**src/hw/rtl/rd_pkg.sv**
```systemverilog
package rd_pkg;

   localparam int DEPTH_DEFAULT = 16;
   localparam int TEXT_W        = 64;
   localparam int SALARY_W      = 31;
   localparam int PHONE_W       = 34;

   typedef enum logic [2:0] {
      KIND_PUSH_FRONT = 3'd0,
      KIND_PUSH_BACK  = 3'd1,
      KIND_POP_FRONT  = 3'd2,
      KIND_POP_BACK   = 3'd3,
      KIND_LIST       = 3'd4
   } rd_kind_type;

   typedef enum logic [1:0] {
      STATUS_OK    = 2'd0,
      STATUS_EMPTY = 2'd1,
      STATUS_FULL  = 2'd2
   } rd_status_type;

   typedef enum logic {
      ST_IDLE,
      ST_DATA
   } rd_state_type;

   typedef struct packed {
      logic [TEXT_W-1:0]   name_first;
      logic [TEXT_W-1:0]   name_second;
      logic [TEXT_W-1:0]   ssn;
      logic [TEXT_W-1:0]   dept;
      logic [TEXT_W-1:0]   role;
      logic [SALARY_W-1:0] salary;
      logic [PHONE_W-1:0]  phone;
   } rd_record_type;

   typedef struct packed {
      rd_status_type status;
      rd_record_type record;
      logic          last;
   } rd_result_type;

endpackage

```
**src/hw/rtl/rd_ctrl.sv**
```systemverilog
module rd_ctrl
   import rd_pkg::*;
#(
   parameter int DEPTH = DEPTH_DEFAULT,
   localparam int IdxW = $clog2(DEPTH),
   localparam int CntW = $clog2(DEPTH + 1)
) (
   input  logic            clock,
   input  logic            reset,
   input  logic            req_valid,
   input  logic [2:0]      req_kind,
   input  rd_record_type   req_record,
   output logic            req_stall,
   input  logic            slot_free,
   output logic            load,
   output rd_result_type   result,
   output logic [CntW-1:0] occupancy,
   output logic            wr_en,
   output logic [IdxW-1:0] wr_addr,
   output rd_record_type   wr_data,
   output logic            rd_en,
   output logic [IdxW-1:0] rd_addr,
   input  rd_record_type   rd_data
);

   localparam logic [IdxW-1:0] LastIdx = IdxW'(DEPTH - 1);
   localparam logic [CntW-1:0] FullCnt = CntW'(DEPTH);

   rd_state_type    state_ff, state_in;
   logic [IdxW-1:0] front_ff, front_in;
   logic [IdxW-1:0] back_ff, back_in;
   logic [CntW-1:0] count_ff, count_in;
   logic [CntW-1:0] remain_ff, remain_in;
   logic [IdxW-1:0] scan_ff, scan_in;

   logic            accept;
   logic            is_full;
   logic            is_empty;
   rd_kind_type     kind;
   logic [IdxW-1:0] front_next, front_prev, back_next, back_prev, scan_next;

   function automatic logic [IdxW-1:0] ring_next(input logic [IdxW-1:0] idx);
      return (idx == LastIdx) ? '0 : idx + IdxW'(1);
   endfunction

   function automatic logic [IdxW-1:0] ring_prev(input logic [IdxW-1:0] idx);
      return (idx == '0) ? LastIdx : idx - IdxW'(1);
   endfunction

   assign kind       = rd_kind_type'(req_kind);
   assign is_full    = (count_ff == FullCnt);
   assign is_empty   = (count_ff == '0);
   assign req_stall  = !((state_ff == ST_IDLE) && slot_free);
   assign accept     = req_valid && !req_stall;
   assign front_next = ring_next(front_ff);
   assign front_prev = ring_prev(front_ff);
   assign back_next  = ring_next(back_ff);
   assign back_prev  = ring_prev(back_ff);
   assign scan_next  = ring_next(scan_ff);

   // next state
   always_comb begin
      state_in  = state_ff;
      front_in  = front_ff;
      back_in   = back_ff;
      count_in  = count_ff;
      remain_in = remain_ff;
      scan_in   = scan_ff;
      case (state_ff)
         ST_IDLE: begin
            if (accept) begin
               case (kind)
                  KIND_PUSH_FRONT: begin
                     if (!is_full) begin
                        front_in = front_prev;
                        count_in = count_ff + CntW'(1);
                     end
                  end
                  KIND_PUSH_BACK: begin
                     if (!is_full) begin
                        back_in  = back_next;
                        count_in = count_ff + CntW'(1);
                     end
                  end
                  KIND_POP_FRONT: begin
                     if (!is_empty) begin
                        front_in  = front_next;
                        count_in  = count_ff - CntW'(1);
                        remain_in = CntW'(1);
                        state_in  = ST_DATA;
                     end
                  end
                  KIND_POP_BACK: begin
                     if (!is_empty) begin
                        back_in   = back_prev;
                        count_in  = count_ff - CntW'(1);
                        remain_in = CntW'(1);
                        state_in  = ST_DATA;
                     end
                  end
                  KIND_LIST: begin
                     if (!is_empty) begin
                        remain_in = count_ff;
                        scan_in   = front_next;
                        state_in  = ST_DATA;
                     end
                  end
                  default: begin
                  end
               endcase
            end
         end
         ST_DATA: begin
            if (slot_free) begin
               remain_in = remain_ff - CntW'(1);
               if (remain_ff == CntW'(1)) begin
                  state_in = ST_IDLE;
               end else begin
                  scan_in = scan_next;
               end
            end
         end
         default: state_in = ST_IDLE;
      endcase
   end

   // outputs
   always_comb begin
      load      = 1'b0;
      result    = '0;
      occupancy = count_ff;
      wr_en     = 1'b0;
      wr_addr   = back_ff;
      wr_data   = req_record;
      rd_en     = 1'b0;
      rd_addr   = front_ff;
      case (state_ff)
         ST_IDLE: begin
            if (accept) begin
               result.last = 1'b1;
               case (kind)
                  KIND_PUSH_FRONT, KIND_PUSH_BACK: begin
                     load = 1'b1;
                     if (is_full) begin
                        result.status = STATUS_FULL;
                     end else begin
                        wr_en     = 1'b1;
                        wr_addr   = (kind == KIND_PUSH_FRONT) ? front_prev : back_ff;
                        occupancy = count_ff + CntW'(1);
                     end
                  end
                  KIND_POP_FRONT, KIND_POP_BACK, KIND_LIST: begin
                     if (is_empty) begin
                        load          = 1'b1;
                        result.status = STATUS_EMPTY;
                     end else begin
                        rd_en   = 1'b1;
                        rd_addr = (kind == KIND_POP_BACK) ? back_prev : front_ff;
                     end
                  end
                  default: begin
                  end
               endcase
            end
         end
         ST_DATA: begin
            if (slot_free) begin
               load          = 1'b1;
               result.record = rd_data;
               result.last   = (remain_ff == CntW'(1));
               if (remain_ff != CntW'(1)) begin
                  rd_en   = 1'b1;
                  rd_addr = scan_ff;
               end
            end
         end
         default: begin
         end
      endcase
   end

   always_ff @(posedge clock) begin
      if (reset) begin
         state_ff  <= ST_IDLE;
         front_ff  <= '0;
         back_ff   <= '0;
         count_ff  <= '0;
         remain_ff <= '0;
         scan_ff   <= '0;
      end else begin
         state_ff  <= state_in;
         front_ff  <= front_in;
         back_ff   <= back_in;
         count_ff  <= count_in;
         remain_ff <= remain_in;
         scan_ff   <= scan_in;
      end
   end

   a_count_bound: assert property (@(posedge clock) disable iff (reset)
      count_ff <= FullCnt)
      else $error("entry count above depth");

   a_empty_aligned: assert property (@(posedge clock) disable iff (reset)
      is_empty |-> front_ff == back_ff)
      else $error("empty ring with misaligned ends");

   a_no_rw_overlap: assert property (@(posedge clock) disable iff (reset)
      !(wr_en && rd_en))
      else $error("ring written and read in one cycle");

   a_data_pending: assert property (@(posedge clock) disable iff (reset)
      state_ff == ST_DATA |-> remain_ff != '0)
      else $error("read stage with nothing left to deliver");

   a_load_free: assert property (@(posedge clock) disable iff (reset)
      load |-> slot_free)
      else $error("result loaded into a busy output slot");

endmodule
```
**config.mk**
```make
export PLATFORM = sky130hd
export DESIGN_NAME = rd_ctrl
export DESIGN_NICKNAME = d
export VERILOG_FILES = /design/src/hw/rtl/rd_pkg.sv /design/src/hw/rtl/rd_ctrl.sv
export SDC_FILE = /design/constraint.sdc
export NUM_CORES = 1
export LEC_CHECK = 0
export BUFFER_PORTS_ARGS = -buffer_cell sky130_fd_sc_hd__buf_2
export CAP_MARGIN = 20
export CORE_AREA = 2 2 612 614
export CTS_BUF_LIST = sky130_fd_sc_hd__clkbuf_2 sky130_fd_sc_hd__clkbuf_4 sky130_fd_sc_hd__clkbuf_8
export CTS_CLUSTER_SIZE = 20
export DETAILED_ROUTE_END_ITERATION = 6
export DIE_AREA = 0 0 614 616
export HOLD_SLACK_MARGIN = 0.1
export PLACE_DENSITY_LB_ADDON = 0.25
export SYNTH_ARGS = -nofsm -noshare
export SYNTH_HDL_FRONTEND = slang
export SYNTH_SLANG_ARGS = --single-unit
```
**constraint.sdc**
```tcl
create_clock -name clock -period 2.76 [get_ports clock]
set_clock_uncertainty 0.1 [all_clocks]
set_input_delay 0.552 -clock clock [delete_from_list [all_inputs] [get_ports clock]]
set_output_delay 0.552 -clock clock [all_outputs]
set_load 0.05 [all_outputs]
```
==> results.cfg <==
[synthesis]
synth_top_cells_by_area = buf_4 38%, and3_1 32%, dfxtp_1 6.1%
netlist.area_leader.share = 0.382
synth-seq-area-share = 0.0607
synth_edf_count = 0
async_flop_share = 0
synth_area_leader_cell = buf_4
syn_avg_cell_area_um2 = 6.82
syn-cell-area_um2 = 7590
yosys_register_bits = 23
ys.flop_type = dfxtp_1
ys_types = 56
syn-num-nets = 1899
yosys_warnings = 0
netlist_instances = 1112

[cells_and_area]
final_util = 0.0572
nNetsFinal = 2313
synthToLayoutAreaGrowth_pct = 180
drive_gt1_frac = 0.652
stdcell_count = 6540
n_fill_cell = 43800

[floorplan]
die_w_um = 614
start_util = 0.0204
fp.dieArea_um2 = 378000
die_h_um = 616
core-area_um2 = 371000
num_rows = 224
io_pins = 1567

[detailed_routing]
avgRoutedWirePerCell_um = 44.3
routed_wl_um = 289000
ant_nets = 0
firstDrtPassIters = 5
dr_total_vias = 11600
drc = 0
via_per_inst = 1.77
drt-initial-drc-count = 814

[global_routing]
grt_use_total = 0.146
grt_pass1_wl_um = 314000
overflow = 0
grt_start_max_net_pins = 130
antenna_found_initial = 191
grt_pass1_vias = 11100

[clock_network]
path_clk_slew_ns = 0.11
cts.sinks = 23
cts-hold-fix-buffers = 0
cts_tree = done
htree_levels = 1
root_buffer = clkbuf_8
clk_path_buf_depth = 2
cts_made_buffers = 3
insertion_delay_ns = 0.29

[hold_path]
hp-start = scan_ff[3]$_SDFFE_PP0P_
whs_endpoint = scan_ff[3]$_SDFFE_PP0P_
hp-class = reg -> reg
min_path_cells = 2

[worst_setup_path]
r2r_cells = 8
r2r_start = count_ff[0]$_SDFFE_PP0P_
endpoint_kind = primary output
cp.arrival_ns = 2.24
required_ns = 2.11
r2r_setup_slack_ns = 0.49
startpoint = count_ff[0]$_SDFFE_PP0P_
timing.rr.end = back_ff[0]$_SDFFE_PP0P_
path_max_fanout = 4
cp-start-kind = flop
worstSetupPathType = reg -> out

[sta]
whs_ns = 0.429
min_period_ns = 2.89
final-hold-violation-count = 0
fin_ws_ns = -0.132
maxSlewViolCount = 0
fmax_mhz = 346
setup-violations-final = 9
rsz0062_at_grt = true
worstMarginPinSlew_ns = 0.629
tns_ns = -0.599
period_share = 1.05
slew_headroom = 0.581

[power_and_ir_drop]
powerDensity_nw_per_um2 = 90.4
vdd.ir_drop.worst_mv = 0.153
leakage_nw = 8.31
total_power_mw = 1.92

[placed_design]
io_buffers = 796
placedCellCount = 6483
place_congestion = 0.947
place_hpwl_um = 277000

[job]
maxCapViolations = 0

[status]
outcome = finished with violations
failed_checks = setup timing
[power breakdown]
part	total (mW)	leakage, nW	switching, mW	internal (mW)
clock	0.253	0.0257	0.151	0.102
sequential	0.350	0.190	0.0116	0.339
combinational	1.32	8.10	0.830	0.486
total	1.92	8.31	0.993	0.926
[critical path, stage by stage, from the launching register on]
cell and delay, ns:
dfxtp_4 0.38, inv_4 0.04, ha_4 0.17, nand4bb_4 0.10, or4b_4 0.52, nor2_4 0.19
buf_6 0.16, buf_4 0.14, a21oi_4 0.07, buf_12 0.16
[synthesized netlist by cell type, drive strengths merged, types with 3 or more instances]
master / instances
buf: 394
and3: 386
clkbuf: 92
nor2: 30
dfxtp: 23
a21oi: 20
nand2: 19
o21ai: 16
inv: 14
xnor2: 12
ha: 10
a211oi: 9
nor3: 9
mux2i: 7
a31oi: 6
a22oi: 5
nand2b: 5
o22ai: 4
nand4: 3
o211ai: 3
o311ai: 3
o31ai: 3
or3: 3
[cells in the final DEF (no fill, tap or decap), types with 6 or more instances in the layout]
cell,instances
buf_12,350
and3_1,337
ha_1,9
nor3_1,8
a211oi_1,6
xnor2_1,9
mux2i_1,7
a21oi_1,18
buf_4,72
and3_2,37
dfxtp_2,6
inv_1,11
nor2_4,6
and3_4,12
nor2_1,23
buf_2,447
nand2_1,17
o21ai_0,9
buf_6,10
dfxtp_1,15
diode_2,43
[stage by stage]
step | instance area (um^2) | setup WS (ns)
4_1_cts | 20900 | -0.220
5_1_grt | 21200 | -0.227
3_5_place_dp | 20500 | -0.455
3_3_place_gp | 20500 | -0.536
2_1_floorplan | 7650 | -0.151
6_report | 21200 | -0.132
[repair_timing]
action	in CTS	in global routing
setup endpoints to repair	15	151
gates cloned	0	6
resized for setup	85	57
pin swaps	6	8
buffers inserted	5	3
[per-layer routing]
metal	global-route usage	wire (um)	vias up
met1	0.0864	58600	5212
met4	0.0158	5920	6
li1	-	-	4313
met2	0.265	146000	1664
met3	0.183	78600	402
met5	0.00128	129	-
[flip-flops by register name (all words and copies together) (netlist names)]
name       flops
back_ff        4
count_ff       5
front_ff       4
remain_ff      5
scan_ff        4
state_ff       1
[worst max path at each step]
stage                     cells after the start           end  slack [ns]
final                                         9    wr_addr[1]       -0.13
after global routing                          7    wr_addr[1]       -0.23
after CTS                                     8    rd_addr[1]       -0.22
after detailed placement                      9    rd_addr[1]       -0.45
after global placement                        9    rd_addr[1]       -0.54
after floorplan                               6  occupancy[0]       -0.15
[logic make-up after synthesis]
kind of cell,synth area share
AO/OA/AOI/OAI,0.0744
multiplexers,0.0107
buffers and inverters,0.440
adder cells (fa/ha/maj),0.0165
XOR/XNOR,0.0150
flip-flops,0.0607
AND/OR/NAND/NOR,0.383
[cell type report]
class	instances	area, um^2	area share
inverters	14	67.6	0.00318
repair buffers	895	10200	0.481
multi-input cells	589	4110	0.194
flip-flops and latches	23	475	0.0224
well taps	4972	6220	0.293
diodes	43	108	0.00507
clock buffers	3	41.3	0.00194
clock inverters	1	5.00	0.000236
Note: power is estimated with default switching activity, not from simulation.
